**config.mk**
```make
export PLATFORM = sky130hd
export DESIGN_NAME = text_line_number_escape_filter_core
export DESIGN_NICKNAME = d
export VERILOG_FILES = /design/src/sv/tlnef_pkg.sv /design/src/sv/tlnef_front.sv /design/src/sv/tlnef_emit.sv /design/src/sv/text_line_number_escape_filter_core.sv
export VERILOG_INCLUDE_DIRS = /design/src /design/src/sv
export SDC_FILE = /design/constraint.sdc
export NUM_CORES = 1
export LEC_CHECK = 0
export BUFFER_PORTS_ARGS = -buffer_cell sky130_fd_sc_hd__buf_2
export CAP_MARGIN = 25
export CELL_PAD_IN_SITES_DETAIL_PLACEMENT = 2
export CELL_PAD_IN_SITES_GLOBAL_PLACEMENT = 2
export CORE_MARGIN = 2
export CORE_UTILIZATION = 39
export CTS_BUF_LIST = sky130_fd_sc_hd__clkbuf_4
export DETAILED_ROUTE_END_ITERATION = 10
export PLACE_DENSITY_LB_ADDON = 0.05
export SYNTH_ARGS = -nofsm -noshare
export SYNTH_HDL_FRONTEND = slang
export SYNTH_SLANG_ARGS = --single-unit
```
**constraint.sdc**
```tcl
create_clock -name i_clk -period 5.2 [get_ports i_clk]
set_input_delay 0.52 -clock i_clk [delete_from_list [all_inputs] [get_ports i_clk]]
set_output_delay 0.52 -clock i_clk [all_outputs]
set_load 0.01 [all_outputs]
```
**src/sv/assert_macros.svh**
```systemverilog
// assertion macros shared by the rtl files
// no dependencies; included by modules that carry checks
`ifndef ASSERT_MACROS_SVH
`define ASSERT_MACROS_SVH

// checked on the rising clock, switched off while reset is held
`define ASSERT_CLK(label, clk, rst_n, prop, msg) \
    label: assert property (@(posedge clk) disable iff (!rst_n) prop) else $error(msg);

// checked on every rising clock, reset included
`define ASSERT_ALWAYS(label, clk, prop, msg) \
    label: assert property (@(posedge clk) prop) else $error(msg);

`endif

```
**src/sv/tlnef_pkg.sv**
```systemverilog
// shared types, byte codes and register indexes for the line number / escape filter
// no dependencies
`timescale 1ns / 1ps
`default_nettype none

package tlnef_pkg;

    localparam int LINE_DIGITS_DEF = 10;
    localparam int NUM_WIDTH       = 6;

    localparam int CFG_IDX_W  = 3;
    localparam int CFG_DATA_W = 2;

    localparam logic [CFG_IDX_W-1:0] REG_NUMBER_MODE      = 3'd0;
    localparam logic [CFG_IDX_W-1:0] REG_SHOW_ENDS        = 3'd1;
    localparam logic [CFG_IDX_W-1:0] REG_SQUEEZE_BLANK    = 3'd2;
    localparam logic [CFG_IDX_W-1:0] REG_SHOW_TABS        = 3'd3;
    localparam logic [CFG_IDX_W-1:0] REG_SHOW_NONPRINTING = 3'd4;

    localparam logic [1:0] NUM_NONE = 2'd0;
    localparam logic [1:0] NUM_ALL  = 2'd1;

    localparam logic [7:0] CH_TAB    = 8'h09;
    localparam logic [7:0] CH_NL     = 8'h0A;
    localparam logic [7:0] CH_SPACE  = 8'h20;
    localparam logic [7:0] CH_DOLLAR = 8'h24;
    localparam logic [7:0] CH_DASH   = 8'h2D;
    localparam logic [7:0] CH_ZERO   = 8'h30;
    localparam logic [7:0] CH_QMARK  = 8'h3F;
    localparam logic [7:0] CH_CAP_I  = 8'h49;
    localparam logic [7:0] CH_CAP_M  = 8'h4D;
    localparam logic [7:0] CH_CARET  = 8'h5E;
    localparam logic [7:0] CH_DEL    = 8'h7F;
    localparam logic [7:0] CH_CTRL_OFS = 8'h40;

    typedef enum logic [1:0] {
        PRE_NONE  = 2'd0,
        PRE_CARET = 2'd1,
        PRE_META  = 2'd2
    } t_prefix;

    typedef struct packed {
        logic [1:0] number_mode;
        logic       show_ends;
        logic       squeeze_blank;
        logic       show_tabs;
        logic       show_nonprinting;
    } t_cfg;

    // what one item has to print, apart from the line number digits
    typedef struct packed {
        logic       num;
        logic       dollar;
        t_prefix    pre;
        logic [7:0] ch;
    } t_job_ctl;

endpackage

`default_nettype wire

```
**src/sv/tlnef_front.sv**
```systemverilog
// input stage: line state, bcd counter and escape decode into a job register
// depends on tlnef_pkg and assert_macros.svh
`timescale 1ns / 1ps
`default_nettype none
`include "assert_macros.svh"

module tlnef_front import tlnef_pkg::*; #(
    parameter int LINE_DIGITS = LINE_DIGITS_DEF
) (
    input  wire logic                            i_clk,
    input  wire logic                            i_rst_n,
    input  wire t_cfg                            i_cfg,
    input  wire logic                            i_valid,
    output logic                                 o_ready,
    input  wire logic [7:0]                      i_byte,
    input  wire logic                            i_file_start,
    output logic                                 o_job_valid,
    input  wire logic                            i_job_ready,
    output t_job_ctl                             o_job_ctl,
    output logic [LINE_DIGITS-1:0][3:0]          o_job_digits,
    output logic [$clog2(LINE_DIGITS+1)-1:0]     o_job_sig,
    output logic [$clog2(LINE_DIGITS)-1:0]       o_job_top
);

    localparam int SW = $clog2(LINE_DIGITS + 1);
    localparam int PW = $clog2(LINE_DIGITS);

    logic                        r_after_nl;
    logic                        r_blank;
    logic [LINE_DIGITS-1:0][3:0] r_digits;
    logic                        r_job_valid;
    t_job_ctl                    r_job_ctl;
    logic [LINE_DIGITS-1:0][3:0] r_job_digits;
    logic [SW-1:0]               r_job_sig;
    logic [PW-1:0]               r_job_top;

    logic                        accept;
    logic                        prev_nl;
    logic                        blank;
    logic [LINE_DIGITS-1:0][3:0] digs;
    logic                        nl;
    logic                        squeeze;
    logic                        do_num;
    logic                        low_nine;
    logic [LINE_DIGITS-1:0][3:0] inc_digs;
    logic [LINE_DIGITS-1:0][3:0] n_digits;
    logic [SW-1:0]               sig;
    logic [PW-1:0]               top;
    t_job_ctl                    ctl;

    assign o_ready = !r_job_valid || i_job_ready;
    assign accept  = i_valid && o_ready;

    // a file start clears the line state before this item is looked at
    assign prev_nl = i_file_start ? 1'b1 : r_after_nl;
    assign blank   = i_file_start ? 1'b0 : r_blank;
    assign digs    = i_file_start ? '0 : r_digits;
    assign nl      = (i_byte == CH_NL);
    assign squeeze = i_cfg.squeeze_blank && prev_nl && nl && blank;

    always_comb begin
        if (i_cfg.number_mode == NUM_ALL) begin
            do_num = prev_nl;
        end else if (i_cfg.number_mode[1]) begin
            do_num = prev_nl && !nl;
        end else begin
            do_num = 1'b0;
        end
        do_num = do_num && !squeeze;
    end

    // bcd increment, saturating at all nines
    always_comb begin
        low_nine = 1'b1;
        for (int i = 0; i < LINE_DIGITS; i++) begin
            if (low_nine) begin
                inc_digs[i] = (digs[i] >= 4'd9) ? 4'd0 : digs[i] + 4'd1;
            end else begin
                inc_digs[i] = digs[i];
            end
            low_nine = low_nine && (digs[i] >= 4'd9);
        end
        n_digits = (do_num && !low_nine) ? inc_digs : digs;
    end

    always_comb begin
        sig = SW'(1);
        for (int i = 0; i < LINE_DIGITS; i++) begin
            if (n_digits[i] != 4'd0) begin
                sig = SW'(i + 1);
            end
        end
        top = (sig > SW'(NUM_WIDTH)) ? PW'(sig - SW'(1)) : PW'(NUM_WIDTH - 1);
    end

    always_comb begin
        ctl.num    = do_num;
        ctl.dollar = i_cfg.show_ends && nl;
        ctl.pre    = PRE_NONE;
        ctl.ch     = i_byte;
        if (i_cfg.show_tabs && i_byte == CH_TAB) begin
            ctl.pre = PRE_CARET;
            ctl.ch  = CH_CAP_I;
        end else if (i_cfg.show_nonprinting && !nl && i_byte != CH_TAB) begin
            if (i_byte[7:5] == 3'b100) begin
                ctl.pre = PRE_META;
                ctl.ch  = i_byte - CH_CTRL_OFS;
            end else if (i_byte[7:5] == 3'b000) begin
                ctl.pre = PRE_CARET;
                ctl.ch  = i_byte + CH_CTRL_OFS;
            end else if (i_byte == CH_DEL) begin
                ctl.pre = PRE_CARET;
                ctl.ch  = CH_QMARK;
            end
        end
    end

    always_ff @(posedge i_clk) begin
        if (!i_rst_n) begin
            r_after_nl  <= 1'b1;
            r_blank     <= 1'b0;
            r_digits    <= '0;
            r_job_valid <= 1'b0;
        end else begin
            if (i_job_ready) begin
                r_job_valid <= 1'b0;
            end
            if (accept) begin
                r_after_nl <= nl;
                r_digits   <= n_digits;
                // a squeezed line leaves the blank flag as it was
                if (!squeeze) begin
                    r_blank      <= prev_nl && nl;
                    r_job_valid  <= 1'b1;
                    r_job_ctl    <= ctl;
                    r_job_digits <= n_digits;
                    r_job_sig    <= sig;
                    r_job_top    <= top;
                end else begin
                    r_blank <= blank;
                end
            end
        end
    end

    assign o_job_valid  = r_job_valid;
    assign o_job_ctl    = r_job_ctl;
    assign o_job_digits = r_job_digits;
    assign o_job_sig    = r_job_sig;
    assign o_job_top    = r_job_top;

    `ASSERT_CLK(a_squeeze_no_job, i_clk, i_rst_n, accept && squeeze |=> !r_job_valid, "squeezed item left a job")
    `ASSERT_CLK(a_nl_state, i_clk, i_rst_n, accept && nl |=> r_after_nl, "newline not recorded")

endmodule

`default_nettype wire

```
**src/sv/tlnef_emit.sv**
```systemverilog
// burst sequencer: walks one job through its output bytes into the result register
// depends on tlnef_pkg and assert_macros.svh
`timescale 1ns / 1ps
`default_nettype none
`include "assert_macros.svh"

module tlnef_emit import tlnef_pkg::*; #(
    parameter int LINE_DIGITS = LINE_DIGITS_DEF
) (
    input  wire logic                            i_clk,
    input  wire logic                            i_rst_n,
    input  wire logic                            i_job_valid,
    output logic                                 o_job_ready,
    input  wire t_job_ctl                        i_job_ctl,
    input  wire logic [LINE_DIGITS-1:0][3:0]     i_job_digits,
    input  wire logic [$clog2(LINE_DIGITS+1)-1:0] i_job_sig,
    input  wire logic [$clog2(LINE_DIGITS)-1:0]  i_job_top,
    output logic                                 o_valid,
    input  wire logic                            i_ready,
    output logic [7:0]                           o_byte,
    output logic                                 o_last
);

    localparam int SW = $clog2(LINE_DIGITS + 1);
    localparam int PW = $clog2(LINE_DIGITS);

    typedef enum logic [2:0] {
        PH_NUM = 3'd0,
        PH_TAB = 3'd1,
        PH_DOL = 3'd2,
        PH_MET = 3'd3,
        PH_DSH = 3'd4,
        PH_CRT = 3'd5,
        PH_CHR = 3'd6
    } t_phase;

    logic                        r_busy;
    t_phase                      r_phase;
    logic [PW-1:0]               r_pos;
    t_job_ctl                    r_ctl;
    logic [LINE_DIGITS-1:0][3:0] r_digits;
    logic [SW-1:0]               r_sig;
    logic                        r_out_valid;
    logic [7:0]                  r_out_byte;
    logic                        r_out_last;

    logic       out_free;
    logic       step;
    logic       load;
    logic [7:0] cur_byte;
    t_phase     n_phase;
    t_phase     first_phase;

    function automatic logic [6:0] phase_en(input t_job_ctl c);
        phase_en = {1'b1, c.pre != PRE_NONE, c.pre == PRE_META, c.pre == PRE_META,
                    c.dollar, c.num, c.num};
    endfunction

    // first enabled phase at or after start
    function automatic t_phase seek(input t_phase start, input logic [6:0] en);
        t_phase res;
        res = PH_CHR;
        for (int i = 6; i >= 0; i--) begin
            if (en[i] && 3'(i) >= start) begin
                res = t_phase'(3'(i));
            end
        end
        return res;
    endfunction

    assign out_free    = !r_out_valid || i_ready;
    assign step        = r_busy && out_free;
    assign load        = !r_busy || (step && r_phase == PH_CHR);
    assign o_job_ready = load;
    assign first_phase = seek(PH_NUM, phase_en(i_job_ctl));

    always_comb begin
        if (r_phase == PH_NUM && r_pos != '0) begin
            n_phase = PH_NUM;
        end else begin
            n_phase = seek(t_phase'(r_phase + 3'd1), phase_en(r_ctl));
        end
    end

    always_comb begin
        case (r_phase)
            PH_NUM: begin
                if (SW'(r_pos) >= r_sig) begin
                    cur_byte = CH_SPACE;
                end else begin
                    cur_byte = CH_ZERO + {4'd0, r_digits[r_pos]};
                end
            end
            PH_TAB:  cur_byte = CH_TAB;
            PH_DOL:  cur_byte = CH_DOLLAR;
            PH_MET:  cur_byte = CH_CAP_M;
            PH_DSH:  cur_byte = CH_DASH;
            PH_CRT:  cur_byte = CH_CARET;
            PH_CHR:  cur_byte = r_ctl.ch;
            default: cur_byte = r_ctl.ch;
        endcase
    end

    always_ff @(posedge i_clk) begin
        if (!i_rst_n) begin
            r_busy      <= 1'b0;
            r_phase     <= PH_CHR;
            r_out_valid <= 1'b0;
        end else begin
            if (out_free) begin
                r_out_valid <= step;
                r_out_byte  <= cur_byte;
                r_out_last  <= (r_phase == PH_CHR);
            end
            if (load) begin
                r_busy <= i_job_valid;
                if (i_job_valid) begin
                    r_phase  <= first_phase;
                    r_pos    <= i_job_top;
                    r_ctl    <= i_job_ctl;
                    r_digits <= i_job_digits;
                    r_sig    <= i_job_sig;
                end
            end else if (step) begin
                r_phase <= n_phase;
                if (r_phase == PH_NUM) begin
                    r_pos <= r_pos - PW'(1);
                end
            end
        end
    end

    assign o_valid = r_out_valid;
    assign o_byte  = r_out_byte;
    assign o_last  = r_out_last;

    `ASSERT_CLK(a_job_taken, i_clk, i_rst_n, load && i_job_valid |=> r_busy, "job not taken")
    `ASSERT_CLK(a_last_marks_chr, i_clk, i_rst_n, step && r_phase == PH_CHR |=> r_out_valid && r_out_last, "final byte not marked last")
    `ASSERT_CLK(a_num_needs_flag, i_clk, i_rst_n, r_busy && r_phase == PH_NUM |-> r_ctl.num, "number phase without numbering")

endmodule

`default_nettype wire

```
**src/sv/text_line_number_escape_filter_core.sv**
```systemverilog
// Text line number and escape filter, top level.
// Slave stream: one text byte per item in s_axis_tdata, file start flag in s_axis_tuser.
// Master stream: formatted bytes, one per item; m_axis_tlast marks the final byte that
// one input byte causes. A squeezed empty line causes no output at all.
// Configuration: i_cfg_we / i_cfg_idx / i_cfg_data, write only; the user is to write
// it only while idle, which the block itself does not enforce.
// Throughput: one output byte per cycle from the burst sequencer while the receiver takes
// them; an item causes 1 byte for a plain byte, up to 4 for an escape, and
// max(6, significant digits) + 1 more when a line number is printed (at most 15).
// The input side is decoupled by a one-entry job register, so a byte is accepted while
// the previous burst is still going out; the output register parts the receiver side.
// When the receiver stalls the output register holds and the sequencer and then the
// input side stop in turn; nothing is dropped.
// Reset (synchronous, active low): configuration and valid flags cleared, line counter
// zero, state as if a newline had just been seen, no item pending.
// depends on tlnef_pkg, tlnef_front, tlnef_emit
`timescale 1ns / 1ps
`default_nettype none

module text_line_number_escape_filter_core import tlnef_pkg::*; #(
    parameter int LINE_DIGITS = LINE_DIGITS_DEF
) (
    input  wire logic                  i_clk,
    input  wire logic                  i_rst_n,
    input  wire logic                  i_cfg_we,
    input  wire logic [CFG_IDX_W-1:0]  i_cfg_idx,
    input  wire logic [CFG_DATA_W-1:0] i_cfg_data,
    input  wire logic                  s_axis_tvalid,
    output logic                       s_axis_tready,
    input  wire logic [7:0]            s_axis_tdata,  // [7:0] text_byte
    input  wire logic                  s_axis_tuser,  // [0] file_start
    output logic                       m_axis_tvalid,
    input  wire logic                  m_axis_tready,
    output logic [7:0]                 m_axis_tdata,  // [7:0] out_byte
    output logic                       m_axis_tlast
);

    localparam int SW = $clog2(LINE_DIGITS + 1);
    localparam int PW = $clog2(LINE_DIGITS);

    t_cfg                        r_cfg;
    logic                        job_valid;
    logic                        job_ready;
    t_job_ctl                    job_ctl;
    logic [LINE_DIGITS-1:0][3:0] job_digits;
    logic [SW-1:0]               job_sig;
    logic [PW-1:0]               job_top;

    always_ff @(posedge i_clk) begin
        if (!i_rst_n) begin
            r_cfg <= '0;
        end else if (i_cfg_we) begin
            case (i_cfg_idx)
                REG_NUMBER_MODE:      r_cfg.number_mode      <= i_cfg_data;
                REG_SHOW_ENDS:        r_cfg.show_ends        <= i_cfg_data[0];
                REG_SQUEEZE_BLANK:    r_cfg.squeeze_blank    <= i_cfg_data[0];
                REG_SHOW_TABS:        r_cfg.show_tabs        <= i_cfg_data[0];
                REG_SHOW_NONPRINTING: r_cfg.show_nonprinting <= i_cfg_data[0];
                default: begin
                end
            endcase
        end
    end

    tlnef_front #(
        .LINE_DIGITS (LINE_DIGITS)
    ) u_front (
        .i_clk        (i_clk),
        .i_rst_n      (i_rst_n),
        .i_cfg        (r_cfg),
        .i_valid      (s_axis_tvalid),
        .o_ready      (s_axis_tready),
        .i_byte       (s_axis_tdata),
        .i_file_start (s_axis_tuser),
        .o_job_valid  (job_valid),
        .i_job_ready  (job_ready),
        .o_job_ctl    (job_ctl),
        .o_job_digits (job_digits),
        .o_job_sig    (job_sig),
        .o_job_top    (job_top)
    );

    tlnef_emit #(
        .LINE_DIGITS (LINE_DIGITS)
    ) u_emit (
        .i_clk        (i_clk),
        .i_rst_n      (i_rst_n),
        .i_job_valid  (job_valid),
        .o_job_ready  (job_ready),
        .i_job_ctl    (job_ctl),
        .i_job_digits (job_digits),
        .i_job_sig    (job_sig),
        .i_job_top    (job_top),
        .o_valid      (m_axis_tvalid),
        .i_ready      (m_axis_tready),
        .o_byte       (m_axis_tdata),
        .o_last       (m_axis_tlast)
    );

endmodule

`default_nettype wire
```
==> results of run 1 <==
[cells in the mapped netlist (all sizes together), types with 7 or more instances]
| master | instances |
|---|---|
| nand3 | 24 |
| mux4 | 8 |
| buf | 10 |
| dfxtp | 54 |
| a21boi | 19 |
| nor3 | 15 |
| a21o | 11 |
| a31oi | 8 |
| ha | 42 |
| mux2i | 21 |
| nor3b | 22 |
| inv | 52 |
| nand4 | 14 |
| xnor2 | 7 |
| edfxtp | 129 |
| clkbuf | 27 |
| a21oi | 36 |
| nand2 | 100 |
| o22ai | 9 |
| nor4 | 7 |
| and3 | 8 |
| o21ai | 35 |
| nor2 | 83 |
| o211a | 7 |
| nor2b | 22 |
| a211oi | 7 |
| nand2b | 14 |
[through the flow]
step / instance area [um^2] / instances / util / total power (uW) / setup WS [ns]
final: 10300 / 1252 / 0.442 / 2800 / 0.476
after global routing: 10300 / 1252 / 0.442 / 2920 / 0.0836
after CTS: 10300 / 1248 / 0.439 / 2830 / 0.461
after detailed placement: 10000 / 1216 / 0.427 / 2020 / -0.125
after global placement: 10000 / 1216 / 0.427 / 2000 / 0.127
after floorplan: 9270 / 862 / - / 1890 / 0.303
[worst max-delay path, stage by stage]
cell and delay (ns):
buf_2 0.12, inv_1 0.20, buf_4 0.17, nand2_1 0.11
inv_1 0.14, ha_1 0.18, nor3b_1 0.08, nor3b_1 0.44
nand3_1 0.37, nor4_1 0.47, buf_4 0.21, mux2i_1 0.08
o31ai_1 0.69, nand2b_1 0.22, o311ai_0 0.20, ha_1 0.33
nor2b_1 0.13, o21ai_0 0.09, mux2_1 0.29
[layer usage]
| metal | vias up | GRT usage | routed length (um) |
|---|---|---|---|
| met5 | - | 0 | 0 |
| met4 | 0 | 0.0553 | 403 |
| met3 | 23 | 0.0318 | 502 |
| met2 | 79 | 0.417 | 14200 |
| met1 | 3510 | 0.285 | 12100 |
| li1 | 3267 | - | - |
[worst min path at each step]
stage,from,endpoint,slack [ns],depth (start not counted)
floorplan,u_front.o_job_ctl[0]$_SDFFCE_PP1P_,u_emit.r_ctl[0]$_DFFE_PP_,0.40,0
global placement,u_front.o_job_digits[27]$_DFFE_PP_,u_emit.r_digits[27]$_DFFE_PP_,0.40,0
detailed placement,u_front.o_job_ctl[4]$_SDFFCE_PP0P_,u_emit.r_ctl[4]$_DFFE_PP_,0.41,0
CTS,s_axis_tdata[2],u_front.o_job_ctl[2]$_SDFFCE_PP0P_,0.1,1
global route,s_axis_tdata[2],u_front.o_job_ctl[2]$_SDFFCE_PP0P_,0.09,1
finish,s_axis_tdata[2],u_front.o_job_ctl[2]$_SDFFCE_PP0P_,0.16,1
[cells by family (layout without fill, tap and decap cells)]
family | Yosys count | in the layout | share of synthesized area
adders and majority gates | 42 | 42 | 0.0567
AOI/OAI and AO/OA | 182 | 182 | 0.139
and+or+nand+nor | 328 | 328 | 0.181
xor gates and xnor gates | 7 | 7 | 0.00661
muxes | 31 | 31 | 0.0445
DFF | 183 | 183 | 0.535
buffers and inverters | 89 | 158 | 0.0374
other | 0 | 2 | 0
[flip-flops by register name, summed over array words and instances (netlist names), 3 cells and up]
name,flops
r_cfg,6
u_emit.o_byte,8
u_emit.r_ctl,12
u_emit.r_digits,40
u_emit.r_phase,3
u_emit.r_pos,4
u_emit.r_sig,4
u_front.o_job_ctl,12
u_front.o_job_digits,40
u_front.o_job_sig,4
u_front.o_job_top,4
u_front.r_digits,40
[cell type report]
cell class | instances | share of cell area
Multi-Input combinational cell | 590 | 0.384
Tap cell | 319 | 0.0386
Sequential cell | 183 | 0.479
Antenna cell | 2 | 0.000484
Clock inverter | 14 | 0.0143
Clock buffer | 18 | 0.0131
Timing Repair Buffer | 74 | 0.0511
Inverter | 52 | 0.0189
[power by group through the flow]
stage / clock (uW) / combinational [uW] / sequential [uW]
2_1_floorplan: 0 / 207 / 1690
3_3_place_gp: 0 / 299 / 1700
3_5_place_dp: 0 / 320 / 1700
4_1_cts: 838 / 323 / 1670
5_1_grt: 887 / 360 / 1680
6_report: 806 / 324 / 1670
==> flow_summary.toml, run 1 <==
[synth]
yosysWarnings = 0
synth_edf_count = 129
ys_ff_latch = 183
synth.avg_cell_area_um2 = 10.8
synthArstFlopShare = 0
synthCells = 862
netlist_area_mm2 = 0.00927
ys.flop_type = "edfxtp_1"
yosysUniqueCellTypes = 76
synth_seq_area_share = 0.535
synth_top_area_frac = 0.418
synthTopCellsByArea = "edfxtp_1, dfxtp_1, ha_1, nand2_1, nor2_1"
synth_top_cell_by_area = "edfxtp_1"
syn-num-nets = 923

[sta]
min_period_ns = 4.72
max_slew.worst_pin.slew_ns = 0.842
slew_violations = 0
setup_viol = 0
holdWs_ns = 0.155
min_period_over_period = 0.909
setup_tns_ns = 0
slew_headroom = 0.434
rsz0062_at_grt = "no"
fin_worst_skew_ns = 0.0271
hold_violations = 0
clock.fmax_mhz = 212

[setup_path]
path_max_fanout = 6
crit_end = "u_front.o_job_top[2]$_SDFFCE_PP1P_"
required_ns = 5.53
end_kind = "register"
rr_worst_depth = 17
r2r_start = "u_front.r_digits[37]$_SDFFE_PN0P_"
ff2ff_setup_slack_ns = 0.49
path_class = "in -> reg"
arrival_ns = 5.05
r2r-end = "u_front.o_job_top[2]$_SDFFCE_PP1P_"
critPathLaunch = "s_axis_tuser"
crit_path_start_kind = "primary input"

[run_status]
status = "finished clean"

[clocking]
cts_sinks = 183
numCtsBuffers = 17
cts_tree = "yes"
clk_path_buf_depth = 2
htreeDepth = 4
cts-hold-fix-buffers = 0
clk_pin_slew_ns = 0.17
root_buffer = "clkbuf_4"
clk-insertion-delay-late_ns = 0.58
post_cts_buffers = 0
cts_resized = 0

[pwr]
p_leak_uw = 0.00399
internal_power_uw = 1980
p_per_area_mw_per_mm2 = 271
pwr-share-comb = 0.116
ir_drop_uv = 111
swShare = 0.293
p_seq_frac = 0.596
pwr-share-clk = 0.288
power.switching_uw = 821

[final_layout]
ff_latch_area_mm2 = 0.00495
nets = 979
layout_commonest_cell = "edfxtp_1"
fillCellCount = 2527
syn2layout_area_growth_pct = 11.5
layout_common_cells = "edfxtp_1, nand2_1, nor2_1, dfxtp_1, inv_1"
drive_above_1_share = 0.155
multi_input_area_mm2 = 0.00397

[global_route]
grt_max_degree = 46
track_usage = 0.228
grt_pass1_wl_um = 43200
grt-ovfl-total = 0
grt_pass1_vias = 7547
antenna_found_initial = 1

[routing]
drt_iter0_markers = 355
ant_nets = 0
viasPerCell = 5.49
dr.pass1.iters = 6
wl_per_cell_um = 21.8
wirelength_um = 27300
vias = 6879
drc = 0

[die]
die_x_um = 158
coreArea_mm2 = 0.0234
initial_utilization = 0.396
num_rows = 56
die-area_mm2 = 0.0250
die_h_um = 158
io_pins = 30

[placed_design]
hpwlAfterDp_um = 20800
portBuffers = 29
gp_congestion = 0.861

[min_path]
hold_path_class = "in -> reg"

[job]
drv_cap = 0
No activity file was read; power rests on OpenSTA's default activity.
==> run 2: changes to the inputs <==
- RECOVER_POWER: default -> 50
==> run 2 against run 1 <==
Sequential share of layout area grew 0.26 points. Cell area shrank 0.54%. Highest routed layer unchanged. Critical path depth is the same. Die area is the same. Clock skew grew 0.0015 ns. First-iteration DRC count shrank 0.56%. Core utilization shrank 0.24 points. The flow now finishes with violations (capacitance limit, slew limit). Cell count is the same. Clock power is essentially flat. Worst hold slack gained 0.040 ns. Largest cell class unchanged. Flip-flop and latch count is the same. Total power shrank 0.21%.
==> flow_summary.toml, run 2 (synthesis results as in run 1) <==
[sta]
hold_violations = 0
min_period_ns = 4.74
setup_tns_ns = 0
slew_violations = 77
fin_worst_skew_ns = 0.0287
clock.fmax_mhz = 211
slew_headroom = -0.412
max_slew.worst_pin.slew_ns = 2.12
rsz0062_at_grt = "no"
min_period_over_period = 0.911
setup_viol = 0

[routing]
drt_iter0_markers = 353
vias = 6859
drc = 0
wirelength_um = 27200
wl_per_cell_um = 21.7
dr.pass1.iters = 4
ant_nets = 0
viasPerCell = 5.48

[clocking]
cts_tree = "yes"
root_buffer = "clkbuf_4"
clk-insertion-delay-late_ns = 0.57
post_cts_buffers = 0
numCtsBuffers = 17
clk_path_buf_depth = 2
clk_pin_slew_ns = 0.17
cts-hold-fix-buffers = 0
cts_sinks = 183
htreeDepth = 4
cts_resized = 0

[min_path]
hold_path_class = "in -> reg"

[global_route]
track_usage = 0.228
grt_pass1_vias = 7547
grt_max_degree = 46
antenna_found_initial = 1
grt_pass1_wl_um = 43200
grt-ovfl-total = 0

[setup_path]
crit_path_start_kind = "primary input"
path_max_fanout = 6
required_ns = 5.52
arrival_ns = 5.06
path_class = "in -> reg"
end_kind = "register"

[final_layout]
drive_above_1_share = 0.131
syn2layout_area_growth_pct = 10.9
layout_common_cells = "edfxtp_1, nand2_1, nor2_1, dfxtp_1, inv_1"
nets = 979
finalNonFillerCells = 1252
layout_commonest_cell = "edfxtp_1"
final_util = 0.439

[die]
num_rows = 56
io_pins = 30
die_x_um = 158
coreArea_mm2 = 0.0234
initial_utilization = 0.396
die-area_mm2 = 0.0250
die_h_um = 158

[pwr]
finalPower_uw = 2790
p_leak_uw = 0.00392
ir_drop_uv = 108
p_per_area_mw_per_mm2 = 272

[run_status]
violations = "capacitance limit, slew limit"
status = "complete, but fails checks"

[placed_design]
hpwlAfterDp_um = 20800
placedCellCount = 1216
portBuffers = 29
gp_congestion = 0.861

[job]
drv_cap = 2
run 2: cell count changes in the layout (fill, tap and decap cells not counted), moves of 2 or more:
cell      change
buf_2        -17
and2_0        +2
and2_1        -2
buf_4         -2
clkbuf_1     +19
run 2: final cells by class:
type	count	area [um^2]
Multi-Input combinational cell	590	3960
Timing Repair Buffer	74	487
Fill cell	2537	13100
Inverter	52	195
Clock buffer	18	135
Sequential cell	183	4950
Antenna cell	2	5.00
Clock inverter	14	148
Tap cell	319	399
run 2: per-layer routing:
layer	routed length, um	share of wire	GRT usage	vias to the layer above
met5	0	0	0	-
met3	455	0.017	0.0318	20
met1	12200	0.45	0.285	3514
met4	365	0.013	0.0553	0
met2	14200	0.52	0.417	61
li1	-	-	-	3264
run 2: worst max-delay path, stage by stage:
cell	delay, ns
buf_2	0.12
inv_1	0.20
buf_4	0.17
nand2_1	0.11
inv_1	0.14
ha_1	0.18
nor3b_1	0.08
nor3b_1	0.44
nand3_1	0.37
nor4_1	0.48
buf_4	0.21
mux2i_1	0.08
o31ai_1	0.68
nand2b_1	0.22
o311ai_0	0.20
ha_1	0.33
nor2b_1	0.13
o21ai_0	0.09
mux2_1	0.28
run 2: through the flow:
stage | hold slack, ns | setup WS [ns] | instance area (um^2)
2_1_floorplan | 0.400 | 0.303 | 9270
3_3_place_gp | 0.401 | 0.127 | 10000
3_5_place_dp | 0.405 | -0.125 | 10000
4_1_cts | 0.0990 | 0.461 | 10300
5_1_grt | 0.131 | 0.0836 | 10300
6_report | 0.195 | 0.461 | 10300
run 2: where the power goes:
part	internal, uW	leakage [uW]	switching (uW)
logic	118	0.00210	200
registers	1630	0.00167	42.2
clock network	229	0.000156	576
run 2: path summary, 6_finish.rpt:
kind / from / end / slack (ns) / cells after the start
worst max-delay path: s_axis_tuser / u_front.o_job_top[2]$_SDFFCE_PP1P_ / 0.46 / 19
worst min-delay path: s_axis_tdata[2] / u_front.o_job_ctl[2]$_SDFFCE_PP0P_ / 0.20 / 1
worst max register to register: u_front.r_digits[9]$_SDFFE_PN0P_ / u_front.o_job_top[2]$_SDFFCE_PP1P_ / 0.48 / 17
worst min register to register: u_front.o_job_digits[27]$_DFFE_PP_ / u_emit.r_digits[27]$_DFFE_PP_ / 0.42 / 0
